<file path="src/hdl/wfdm_fifo.sv">
// Small register queue used between the front and back parts and for results.
module wfdm_fifo #(
  parameter int unsigned DATA_W = 8,
  parameter int unsigned DEPTH  = 4
) (
  input  logic              clk_i,
  input  logic              rst_ni,
  input  logic              push_i,
  input  logic [DATA_W-1:0] data_i,
  output logic              full_o,
  input  logic              pop_i,
  output logic [DATA_W-1:0] data_o,
  output logic              empty_o
);

  localparam int unsigned PTR_W = (DEPTH > 1) ? $clog2(DEPTH) : 1;

  logic [DATA_W-1:0] store_q [DEPTH];
  logic [PTR_W-1:0]  wr_ptr_q, wr_ptr_d;
  logic [PTR_W-1:0]  rd_ptr_q, rd_ptr_d;
  logic [PTR_W:0]    count_q, count_d;
  logic              do_push, do_pop;

  assign full_o  = (count_q == (PTR_W+1)'(DEPTH));
  assign empty_o = (count_q == '0);
  assign do_push = push_i && !full_o;
  assign do_pop  = pop_i && !empty_o;
  assign data_o  = store_q[rd_ptr_q];

  always_comb begin
    wr_ptr_d = wr_ptr_q;
    rd_ptr_d = rd_ptr_q;
    count_d  = count_q;
    if (do_push) begin
      wr_ptr_d = (wr_ptr_q == PTR_W'(DEPTH - 1)) ? '0 : wr_ptr_q + 1'b1;
    end
    if (do_pop) begin
      rd_ptr_d = (rd_ptr_q == PTR_W'(DEPTH - 1)) ? '0 : rd_ptr_q + 1'b1;
    end
    if (do_push && !do_pop) begin
      count_d = count_q + 1'b1;
    end else if (do_pop && !do_push) begin
      count_d = count_q - 1'b1;
    end
  end

  always_ff @(posedge clk_i or negedge rst_ni) begin
    if (!rst_ni) begin
      wr_ptr_q <= '0;
      rd_ptr_q <= '0;
      count_q  <= '0;
    end else begin
      wr_ptr_q <= wr_ptr_d;
      rd_ptr_q <= rd_ptr_d;
      count_q  <= count_d;
    end
  end

  always_ff @(posedge clk_i) begin
    if (do_push) begin
      store_q[wr_ptr_q] <= data_i;
    end
  end

  assert property (@(posedge clk_i) disable iff (!rst_ni)
    count_q <= (PTR_W+1)'(DEPTH))
    else $error("Queue holds more entries than its depth.");

endmodule

</file>
<file path="config.mk">
export PLATFORM = sky130hd
export DESIGN_NAME = wfdm_fifo
export DESIGN_NICKNAME = d
export VERILOG_FILES = /design/src/hdl/wfdm_fifo.sv
export SDC_FILE = /design/constraint.sdc
export NUM_CORES = 1
export LEC_CHECK = 0
export ABC_AREA = 1
export CAP_MARGIN = 20
export CORE_MARGIN = 2
export CORE_UTILIZATION = 60
export CTS_BUF_LIST = sky130_fd_sc_hd__clkbuf_8 sky130_fd_sc_hd__clkbuf_16
export DETAILED_ROUTE_END_ITERATION = 8
export DONT_BUFFER_PORTS = 1
export GPL_TIMING_DRIVEN = 0
export PLACE_DENSITY = 0.82
export SLEW_MARGIN = 20
export SYNTH_ARGS = -nofsm -noshare
export SYNTH_HDL_FRONTEND = slang
export SYNTH_SLANG_ARGS = --single-unit
</file>
<file path="constraint.sdc">
create_clock -name clk_i -period 2.7 [get_ports clk_i]
set_clock_uncertainty 0.2 [all_clocks]
set_input_delay 0.405 -clock clk_i [delete_from_list [all_inputs] [get_ports clk_i]]
set_output_delay 0.405 -clock clk_i [all_outputs]
set_load 0.02 [all_outputs]
</file>
==> run summary <==
R2R depth - 11
Post-place setup slack - 577 ps
Max-slew violations - 0
Clock Power Share - 0.213
Post-synthesis sequential area ratio - 0.646
Cell taking the most area after synthesis - edfxtp_1
Sequential cell area - 1140 um^2
Final Hold Fails - 0
Die H - 58.1 um
RSZ-0062 raised after global routing - no
Final worst setup slack - 571 ps
Area added between synthesis and finish - 13.7%
Nets - 189
Post-DP HPWL - 2000 um
Initial antenna violation count - 0
Post-Syn Area per Cell - 11.4 um^2
DRC Markers - 0
Syn Nets - 173
Post-DP Area - 1800 um^2
Core area - 2780 um^2
Max-Cap Viols - 0
Slowest stage cell, crit path - dfrtp_1
Arrival time worst endpoint - 2110 ps
Crit-path max FO - 7
Static leakage - 0.871 nW
Initial DRC count - 37
I/O pins - 22
Largest net degree at the start of global routing - 14
Die area - 3380 um^2
Power share of the sequential group - 0.398
Wirelength per Cell - 14.8 um
Worst Path Required - 2680 ps
Switch Pwr - 0.849 mW
CP dominant cell by count - nand2_1
Sw Share - 0.384
Flop2flop setup slack - 570 ps
Num CTS Buffers - 5
Global Route Usage Sum - 0.198
Synth Cell Area - 1760 um^2
PwrDens - 1110 nW/um^2
Peak per-stage delay on the critical path - 430 ps
Worst Tran Pin Value - 806 ps
Root Driver - clkbuf_8
Vias in the first global route - 1061
Initial core utilization - 0.632
Critical path class - reg2reg
Die width - 58.1 um
Reg clk slew, reported paths - 70 ps
Hold path cells - 0
FP Rows - 19
Flop and latch count out of synthesis - 39
Largest cells by area after synthesis - edfxtp_1 55%, dfrtp_1 10%, nand2_1 8.1%, inv_1 6.6%, o211ai_1 6.4%
Post-synth cell types - 16
Routed wire length - 2980 um
CP startpoint kind - register
Maximum VDD drop - 744 uV
P_int - 1.36 mW
CTS tree - yes
Fillers - 179
Hold path start - data_i[3]
Post-route design area - 2000 um^2
Grt total ovfl - 0
Worst Hold Path EP - store_q[1][3]$_DFFE_PP_
RR Endpoint - count_q[2]$_DFFE_PN0P_
First-pass GRT wire length - 4720 um
CTS Sinks - 39
DRT Pass-1 Iters - 4
ANT nets after route - 0
Period utilisation layout - 0.789
Outcome - completed
Max Fclk - 0.470 GHz
Avg Vias per Cell - 5.39
CP Capture Type - register
Worst skew pair latency - 280 ps
Ys Warns - 0
Share of cells above drive strength 1 - 0.0936
Fin crit period - 2130 ps
Post-CTS Resized - 0
Antenna Diode Count - 0
Share of the synthesized area in the top cell type - 0.546
RD Place Congestion - 0.714
Setup TNS - 0 ps
Max Root-Sink Buffers - 2
Min-Delay Path Class - in2reg
Reg2Reg Launch Point - count_q[0]$_DFFE_PN0P_
Area occupied by multi-input gates - 447 um^2
Post-Syn Instances - 154
Slew HR - 0.460
IO Port Bufs - 0
Detailed-route via count - 1088
Comb pwr share - 0.388
H-tree levels - 2
Final setup violating endpoints - 0
Critical path cell sequence - inv_2, nand3_1, nand2_2, inv_1, ha_1, inv_1, fa_1, nand2_1, nand3_1, nand2_1, nand2_1
sequential cells by signal, summed over array words and instances (netlist names):
| register | flops |
|---|---|
| count_q | 3 |
| store_q | 32 |
| rd_ptr_q | 2 |
| wr_ptr_q | 2 |
how the worst max path moves through the flow:
stage | startpoint | endpoint | slack (ps) | depth (start not counted)
finish | count_q[0]$_DFFE_PN0P_ | count_q[2]$_DFFE_PN0P_ | 570 | 11
global route | count_q[0]$_DFFE_PN0P_ | count_q[2]$_DFFE_PN0P_ | 400 | 11
CTS | count_q[0]$_DFFE_PN0P_ | count_q[2]$_DFFE_PN0P_ | 550 | 11
detailed placement | count_q[0]$_DFFE_PN0P_ | count_q[1]$_DFFE_PN0P_ | 580 | 9
global placement | count_q[0]$_DFFE_PN0P_ | count_q[1]$_DFFE_PN0P_ | 700 | 9
floorplan | count_q[0]$_DFFE_PN0P_ | count_q[1]$_DFFE_PN0P_ | 810 | 9
worst max-delay path: cells and delay by family (launching register included):
| kind | cells | cell delay [ps] |
|---|---|---|
| fa+ha+maj | 2 | 550 |
| buf+inv | 3 | 210 |
| flops | 1 | 430 |
| simple gates | 6 | 640 |
routing by layer:
layer,vias up,part of all wire,track usage
met5,-,0,0
met4,0,0.0097,0.0797
met3,4,0.073,0.0826
met2,39,0.50,0.331
met1,504,0.41,0.224
li1,541,-,-
Yosys cell counts (all sizes together):
| library cell | instances |
|---|---|
| buf | 5 |
| dfrtp | 7 |
| edfxtp | 32 |
| fa | 1 |
| ha | 6 |
| inv | 32 |
| nand2 | 39 |
| nand3 | 7 |
| nand4 | 1 |
| nor2 | 6 |
| o211ai | 16 |
| o21ai | 1 |
| xnor2 | 1 |
placed cells by master, fill, tap and decap left out, types with 5 or more instances in the layout:
| cell | Yosys | final |
|---|---|---|
| buf_6 | 5 | 5 |
| o211ai_1 | 15 | 15 |
| ha_1 | 6 | 6 |
| nand3_1 | 7 | 7 |
| clkbuf_8 | 0 | 5 |
| dfrtp_1 | 7 | 7 |
| nor2_1 | 6 | 6 |
| dlygate4sd3_1 | 0 | 9 |
| edfxtp_1 | 32 | 32 |
| inv_1 | 31 | 31 |
| nand2_1 | 38 | 38 |
timing repair:
action | 4_1_cts | 5_1_grt
hold endpoints to repair | 7 | 31
setup buffers | 0 | 0
hold buffers | 1 | 8
through the flow:
step | std cells | power, mW | util | hold slack (ps)
after detailed placement | 185 | 1.74 | 0.646 | -90.5
after global routing | 202 | 2.37 | 0.719 | -0.0698
after CTS | 194 | 2.22 | 0.691 | 2.84
after floorplan | 154 | 1.57 | - | -90.6
final | 202 | 2.21 | 0.719 | 11.1
after global placement | 185 | 1.70 | 0.646 | -90.4
cell families (layout without fill, tap and decap cells):
group,count (synthesis),in the layout,synth area share
AO/OA/AOI/OAI,17,17,0.0740
XOR/XNOR,1,1,0.00498
adder cells (fa/ha/maj),7,7,0.0541
buffers and inverters,37,54,0.100
flip-flops,39,39,0.646
AND/OR/NAND/NOR,53,53,0.121
power groups by stage:
stage / sequential (mW) / clock [mW] / combinational, mW
final: 0.881 / 0.473 / 0.860
after global routing: 0.895 / 0.499 / 0.977
after CTS: 0.882 / 0.475 / 0.861
after detailed placement: 0.895 / 0 / 0.849
after global placement: 0.886 / 0 / 0.816
after floorplan: 0.877 / 0 / 0.697
area by class of cell:
type / instances / area share
Tap cell: 31 / 0.0194
Timing Repair Buffer: 9 / 0.0450
Sequential cell: 39 / 0.568
Multi-Input combinational cell: 78 / 0.223
Inverter: 32 / 0.0600
Clock buffer: 5 / 0.0344
Buffer: 5 / 0.0281
Clock inverter: 3 / 0.0219
No activity file was read; power rests on OpenSTA's default activity.
