File: config.mk
export PLATFORM = sky130hd
export DESIGN_NAME = wfdm_front
export DESIGN_NICKNAME = d
export VERILOG_FILES = /design/src/hdl/wfdm_pkg.sv /design/src/hdl/wfdm_front.sv
export SDC_FILE = /design/constraint.sdc
export NUM_CORES = 1
export LEC_CHECK = 0
export ABC_CLOCK_PERIOD_IN_PS = 7660
export BUFFER_PORTS_ARGS = -buffer_cell sky130_fd_sc_hd__buf_2
export CORE_ASPECT_RATIO = 1.2
export CORE_MARGIN = 2
export CORE_UTILIZATION = 45
export DETAILED_ROUTE_END_ITERATION = 7
export GPL_TIMING_DRIVEN = 0
export PLACE_DENSITY = 0.63
export SLEW_MARGIN = 20
export SYNTH_ARGS = -nofsm -noshare
export SYNTH_HDL_FRONTEND = slang
export SYNTH_SLANG_ARGS = --single-unit
File: constraint.sdc
create_clock -name clk_i -period 7.66 [get_ports clk_i]
set_input_delay 1.532 -clock clk_i [delete_from_list [all_inputs] [get_ports clk_i]]
set_output_delay 1.532 -clock clk_i [all_outputs]
set_load 0.01 [all_outputs]
File: src/hdl/wfdm_pkg.sv
// Shared types, constants and the phase helper function of the window frame difference motion unit.
package wfdm_pkg;

  localparam int unsigned PIX_W     = 8;
  localparam int unsigned SUM_W     = 21;
  localparam int unsigned ROW_W     = 10;
  localparam int unsigned CENTER_W  = 10;
  localparam int unsigned HALF_W    = 6;
  localparam int unsigned PHASE_W   = 6;
  localparam int unsigned FWIDTH_W  = 11;
  localparam int unsigned CFG_IDX_W = 3;
  localparam int unsigned CFG_DAT_W = 21;

  localparam logic [SUM_W-1:0] SUM_MAX = {SUM_W{1'b1}};

  localparam logic [CFG_IDX_W-1:0] REG_X_CENTER  = 3'd0;
  localparam logic [CFG_IDX_W-1:0] REG_Y_CENTER  = 3'd1;
  localparam logic [CFG_IDX_W-1:0] REG_HALF_SIZE = 3'd2;
  localparam logic [CFG_IDX_W-1:0] REG_STRIDE    = 3'd3;
  localparam logic [CFG_IDX_W-1:0] REG_THRESHOLD = 3'd4;
  localparam logic [CFG_IDX_W-1:0] REG_FWIDTH    = 3'd5;

  localparam logic [CENTER_W-1:0] RST_X_CENTER  = 10'd43;
  localparam logic [CENTER_W-1:0] RST_Y_CENTER  = 10'd43;
  localparam logic [HALF_W-1:0]   RST_HALF_SIZE = 6'd10;
  localparam logic [PHASE_W-1:0]  RST_STRIDE    = 6'd5;
  localparam logic [SUM_W-1:0]    RST_THRESHOLD = 21'd100;
  localparam logic [FWIDTH_W-1:0] RST_FWIDTH    = 11'd96;

  typedef struct packed {
    logic [PIX_W-1:0] pixel;
    logic             frame_end;
    logic             clear_peak;
  } in_item_t;

  typedef struct packed {
    logic [SUM_W-1:0] frame_sum;
    logic             alert;
    logic [SUM_W-1:0] peak_sum;
  } out_item_t;

  typedef struct packed {
    logic [CENTER_W-1:0] window_x_center;
    logic [CENTER_W-1:0] window_y_center;
    logic [HALF_W-1:0]   half_size;
    logic [PHASE_W-1:0]  stride;
    logic [SUM_W-1:0]    alert_threshold;
    logic [FWIDTH_W-1:0] frame_width;
  } cfg_t;

  typedef struct packed {
    logic sample;
    logic last;
    logic clr;
  } op_ctrl_t;

  function automatic logic [PHASE_W-1:0] next_phase(input logic [PHASE_W-1:0] phase,
                                                    input logic [PHASE_W-1:0] step);
    logic [PHASE_W:0] n;
    n = {1'b0, phase} + 1'b1;
    return (n >= {1'b0, step}) ? '0 : n[PHASE_W-1:0];
  endfunction

endpackage

File: src/hdl/wfdm_front.sv
// Front part: pixel position tracking, window test and sample slot numbering.
module wfdm_front #(
  parameter int unsigned MAX_HALF_SIZE = 40,
  parameter int unsigned STORE_DEPTH   = 6400,
  parameter int unsigned MAX_WIDTH     = 1024
) (
  input  logic                                  clk_i,
  input  logic                                  rst_ni,
  input  wfdm_pkg::cfg_t                        cfg_i,
  input  logic                                  accept_i,
  input  wfdm_pkg::in_item_t                    item_i,
  output logic                                  op_push_o,
  output wfdm_pkg::op_ctrl_t                    op_ctrl_o,
  output logic [wfdm_pkg::PIX_W-1:0]            op_pixel_o,
  output logic [$clog2(STORE_DEPTH)-1:0]        op_slot_o
);

  localparam int unsigned ADDR_W = $clog2(STORE_DEPTH);
  localparam int unsigned SLOT_W = $clog2(STORE_DEPTH + 1);
  localparam int unsigned COL_W  = $clog2(MAX_WIDTH);
  localparam int unsigned WW     = $clog2(MAX_WIDTH + 1);
  localparam int unsigned EXT_W  = (WW > wfdm_pkg::FWIDTH_W) ? WW : wfdm_pkg::FWIDTH_W;
  localparam int unsigned CMP_W  = ((COL_W > wfdm_pkg::CENTER_W) ? COL_W
                                                                 : wfdm_pkg::CENTER_W) + 1;
  localparam int unsigned RCMP_W = wfdm_pkg::CENTER_W + 1;

  logic [COL_W-1:0]             col_q, col_d;
  logic [wfdm_pkg::ROW_W-1:0]   row_q, row_d;
  logic [SLOT_W-1:0]            slot_q, slot_d;
  logic [wfdm_pkg::PHASE_W-1:0] cph_q, cph_d;
  logic [wfdm_pkg::PHASE_W-1:0] rph_q, rph_d;

  logic [wfdm_pkg::PHASE_W-1:0] step;
  logic [wfdm_pkg::HALF_W-1:0]  hs;
  logic [EXT_W-1:0]             width;
  logic                         col_in, row_in, col_end, sample;

  always_comb begin
    step = (cfg_i.stride == '0) ? wfdm_pkg::PHASE_W'(1) : cfg_i.stride;
    hs = ({1'b0, cfg_i.half_size} > (wfdm_pkg::HALF_W+1)'(MAX_HALF_SIZE))
         ? wfdm_pkg::HALF_W'(MAX_HALF_SIZE) : cfg_i.half_size;
    if (cfg_i.frame_width == '0) begin
      width = EXT_W'(1);
    end else if (EXT_W'(cfg_i.frame_width) > EXT_W'(MAX_WIDTH)) begin
      width = EXT_W'(MAX_WIDTH);
    end else begin
      width = EXT_W'(cfg_i.frame_width);
    end
    col_in = (CMP_W'(col_q) + CMP_W'(hs) >= CMP_W'(cfg_i.window_x_center)) &&
             (CMP_W'(col_q) < CMP_W'(cfg_i.window_x_center) + CMP_W'(hs));
    row_in = (RCMP_W'(row_q) + RCMP_W'(hs) >= RCMP_W'(cfg_i.window_y_center)) &&
             (RCMP_W'(row_q) < RCMP_W'(cfg_i.window_y_center) + RCMP_W'(hs));
    col_end = (EXT_W'(col_q) + EXT_W'(1) >= width);
    sample = col_in && row_in && (cph_q == '0) && (rph_q == '0) &&
             (slot_q < SLOT_W'(STORE_DEPTH));
  end

  always_comb begin
    col_d  = col_q + 1'b1;
    row_d  = row_q;
    slot_d = sample ? slot_q + 1'b1 : slot_q;
    cph_d  = col_in ? wfdm_pkg::next_phase(cph_q, step) : cph_q;
    rph_d  = rph_q;
    if (col_end) begin
      col_d = '0;
      cph_d = '0;
      row_d = row_q + 1'b1;
      if (row_in) begin
        rph_d = wfdm_pkg::next_phase(rph_q, step);
      end
    end
    if (item_i.frame_end) begin
      col_d  = '0;
      row_d  = '0;
      slot_d = '0;
      cph_d  = '0;
      rph_d  = '0;
    end
  end

  always_ff @(posedge clk_i or negedge rst_ni) begin
    if (!rst_ni) begin
      col_q  <= '0;
      row_q  <= '0;
      slot_q <= '0;
      cph_q  <= '0;
      rph_q  <= '0;
    end else if (accept_i) begin
      col_q  <= col_d;
      row_q  <= row_d;
      slot_q <= slot_d;
      cph_q  <= cph_d;
      rph_q  <= rph_d;
    end
  end

  assign op_ctrl_o.sample = sample;
  assign op_ctrl_o.last   = item_i.frame_end;
  assign op_ctrl_o.clr    = item_i.clear_peak;
  assign op_pixel_o       = item_i.pixel;
  assign op_slot_o        = slot_q[ADDR_W-1:0];
  assign op_push_o        = accept_i && (sample || item_i.frame_end || item_i.clear_peak);

  assert property (@(posedge clk_i) disable iff (!rst_ni)
    slot_q <= SLOT_W'(STORE_DEPTH))
    else $error("Sample slot ran past the reference store.");

  assert property (@(posedge clk_i) disable iff (!rst_ni)
    (accept_i && item_i.frame_end) |=> (slot_q == '0 && col_q == '0 && row_q == '0))
    else $error("Frame end did not restart the position counters.");

endmodule

==> impl_metrics.ini <==
[outcome]
outcome = complete, no violations

[placed_design]
dp_hpwl_mm = 11.5
io_buffers = 70
gp_routability_congestion = 0.853
post_dp_cell_area_mm2 = 0.00614

[grt]
grt_usage = 0.224
grt_max_degree = 46
grt_first_pass_wirelength_mm = 24.8
grt_pass1_vias = 5255
antenna_found_initial = 0
gr-total-overflow = 0

[setup_path]
path_delay_family = compound AO/OA/AOI/OAI gates
worstPathCellList = buf_2 > o21ai_4 > buf_6 > clkbuf_4 > nand2_1 > xnor2_1 > ha_1 > a21o_1 > o2bb2ai_1 > o31ai_2 > nand2_1 > xnor2_2 > ha_1 > and2_1 > a221oi_2 > o21ai_1 > a221o_1 > a32oi_4 > and4_4 > buf_4 > nor3_1 > nor2_1 > buf_2
crit_path_max_incr_delay_ps = 340
start_kind = input pin
timing.rr.start = row_q[0]$_DFFE_PN0P_
ff2ff_path_depth = 15
cp_max_fo = 10
r2r-end = rph_q[4]$_DFFE_PN0P_
cp-end-kind = output port
required_ps = 6130
crit_arrival_ps = 5870
reg2reg_slack_ps = 3670
crit_slowest_cell = a221o_1
critPathBufInv = 5
path_class = in -> out

[clocking]
cts_sinks = 45
ctsRootBufferMaster = clkbuf_16
hold_buffers = 0
clk_pin_slew_ps = 60
h-tree-depth = 2
cts_buffers = 5
cts_buffer_depth = 2
cts_tree = yes
clk_latency_ps = 290

[min_path]
holdPathStages = 2
whs_endpoint = op_slot_o[12]$_DFFE_PN0P_
hp-start = op_slot_o[12]$_DFFE_PN0P_
hold_path.class = reg -> reg

[routing]
routed_wl_mm = 14.8
antenna_left = 0
drt_iter0_drc = 296
wl_per_cell_um = 15.9
vias = 5382
dr.pass1.iters = 5
vias_per_cell = 5.77
route.detailed.drc = 0

[final_layout]
finalInstanceArea_mm2 = 0.00638
drive_gt1_frac = 0.155
area_delta_synth_final_pct = 14.1
fin_util = 0.527
antennaDiodeCount = 0
nets = 936

[power_and_ir_drop]
vdd_drop_max_mv = 0.0974
p_leak_nw = 3.13
power_density_mw_per_mm2 = 151

[sta]
hold_viol = 0
max_freq_mhz = 135
fin_worst_skew_ps = 5.87
period_needed_ps = 7410
relSlewSlack = 0.496
setup_violations = 0
tightest_slew_ps = 746
finalCritPeriodShare = 0.967
tns_ps = 0
maxSlewViolCount = 0

[logic_synthesis]
synth.area.top_cells = dfrtp_1 (20%), ha_1 (20%), xnor2_1 (6.9%)
syn_nets = 854
synth_warnings = 0
synth_area_per_cell_um2 = 8.12
synth_edf_count = 0
async_flop_share = 1.00
yosys_most_used_dff = dfrtp_1
ys_ff_latch = 45
synth-seq-area-share = 0.201
yosys.area.top_type = dfrtp_1
synthDominantCellAreaShare = 0.201
synth_cells = 689
synth.distinct_cells = 68
netlist_area_mm2 = 0.00559

[floorplan]
initial_core_util = 0.462
rows = 44
dieArea_mm2 = 0.0133
fp.dieH_um = 126
core_mm2 = 0.0121
fp.dieW_um = 106
io_pins = 102

[flow_run]
max_cap_viol_count = 0
## state kept, by name, indices dropped and copies added (netlist names)
| signal | flops |
|---|---|
| col_q | 10 |
| cph_q | 6 |
| row_q | 10 |
| op_slot_o | 13 |
| rph_q | 6 |
## worst max path at each step
stage          cells after the start  startpoint         to  slack, ps
2_1_floorplan                     21   cfg_i[42]  op_push_o        830
3_3_place_gp                      23   cfg_i[42]  op_push_o       -340
3_5_place_dp                      23   cfg_i[42]  op_push_o       -370
4_1_cts                           23   cfg_i[42]  op_push_o         30
5_1_grt                           23   cfg_i[41]  op_push_o        -30
6_report                          23   cfg_i[41]  op_push_o        250
## repair_timing
| item | CTS | global route |
|---|---|---|
| endpoints found under the hold margin | 0 | 0 |
| pin swaps | 2 | 4 |
| setup endpoints to repair | 2 | 2 |
| resized for setup | 6 | 11 |
| setup buffers | 2 | 3 |
## metal layers
| layer | up-vias | routed length [um] | part of all wire | GRT usage |
|---|---|---|---|---|
| met1 | 2558 | 6500 | 0.44 | 0.284 |
| met4 | 0 | 195 | 0.013 | 0.0619 |
| met3 | 14 | 636 | 0.043 | 0.0243 |
| met2 | 126 | 7460 | 0.50 | 0.400 |
| li1 | 2684 | - | - | - |
| met5 | - | 0 | 0 | 0 |
## area by class of cell
cell class,instances,area [um2]
plain buffers,38,206
clock buffers,7,133
clock inverters,1,7.51
fillers,1187,5730
inverters,44,165
multi-input cells,562,4150
flip-flops and latches,45,1130
well taps,161,201
repair buffers,75,390
## stage by stage
| step | power [mW] | hold slack, ps | setup WS, ps | std cells |
|---|---|---|---|---|
| floorplan | 0.618 | 496 | 828 | 689 |
| global placement | 0.721 | 521 | -344 | 920 |
| detailed placement | 0.741 | 535 | -371 | 920 |
| CTS | 0.963 | 552 | 26.8 | 930 |
| global route | 1.05 | 559 | -27.6 | 933 |
| finish | 0.961 | 545 | 254 | 933 |
## report_power, final
group / internal, mW / switching [mW]
Combinational: 0.202 / 0.255
Clock: 0.121 / 0.0942
Sequential: 0.260 / 0.0279
## Yosys cell counts (all sizes together) (6+ instances only)
cell type / count
nand2: 58
a21o: 20
a31oi: 12
nor3: 18
nor4: 7
clkbuf: 17
nand4: 10
xor2: 13
o21ai: 39
a21oi: 41
and3: 11
mux2i: 6
o2bb2ai: 7
buf: 21
nand2b: 19
nand3: 28
and4: 6
ha: 88
dfrtp: 45
inv: 43
xnor2: 44
nor2b: 11
nor2: 35
o21a: 7
## cells by family after synthesis
kind of cell / synth area share
buf+inv: 0.0647
xor+xnor: 0.0893
fa+ha+maj: 0.197
compound gates: 0.224
simple gates: 0.213
mux: 0.0107
flops: 0.201
## worst register-to-register path: stages (launching register included)
cell	delay, ps
dfrtp_1	480
ha_1	300
a21oi_1	150
o22ai_1	80
a21oi_1	270
o21ai_0	160
and2_1	200
o21ai_0	210
xnor2_1	160
ha_1	250
o21a_1	180
o21a_1	160
a221o_1	430
a21boi_1	240
o21ai_1	450
a32o_1	200
## cell usage in the layout (no fill, tap or decap), drive strengths merged, types with 18 or more instances in the layout
cell,synthesis,layout
ha,88,88
clkbuf,17,25
dfrtp,45,45
nand2b,19,19
nand3,28,28
nor2,35,35
xnor2,44,44
inv,43,43
a21oi,41,41
nor3,18,18
nand2,58,58
buf,21,95
a21o,20,20
o21ai,39,39
Note: power is estimated with default switching activity, not from simulation.
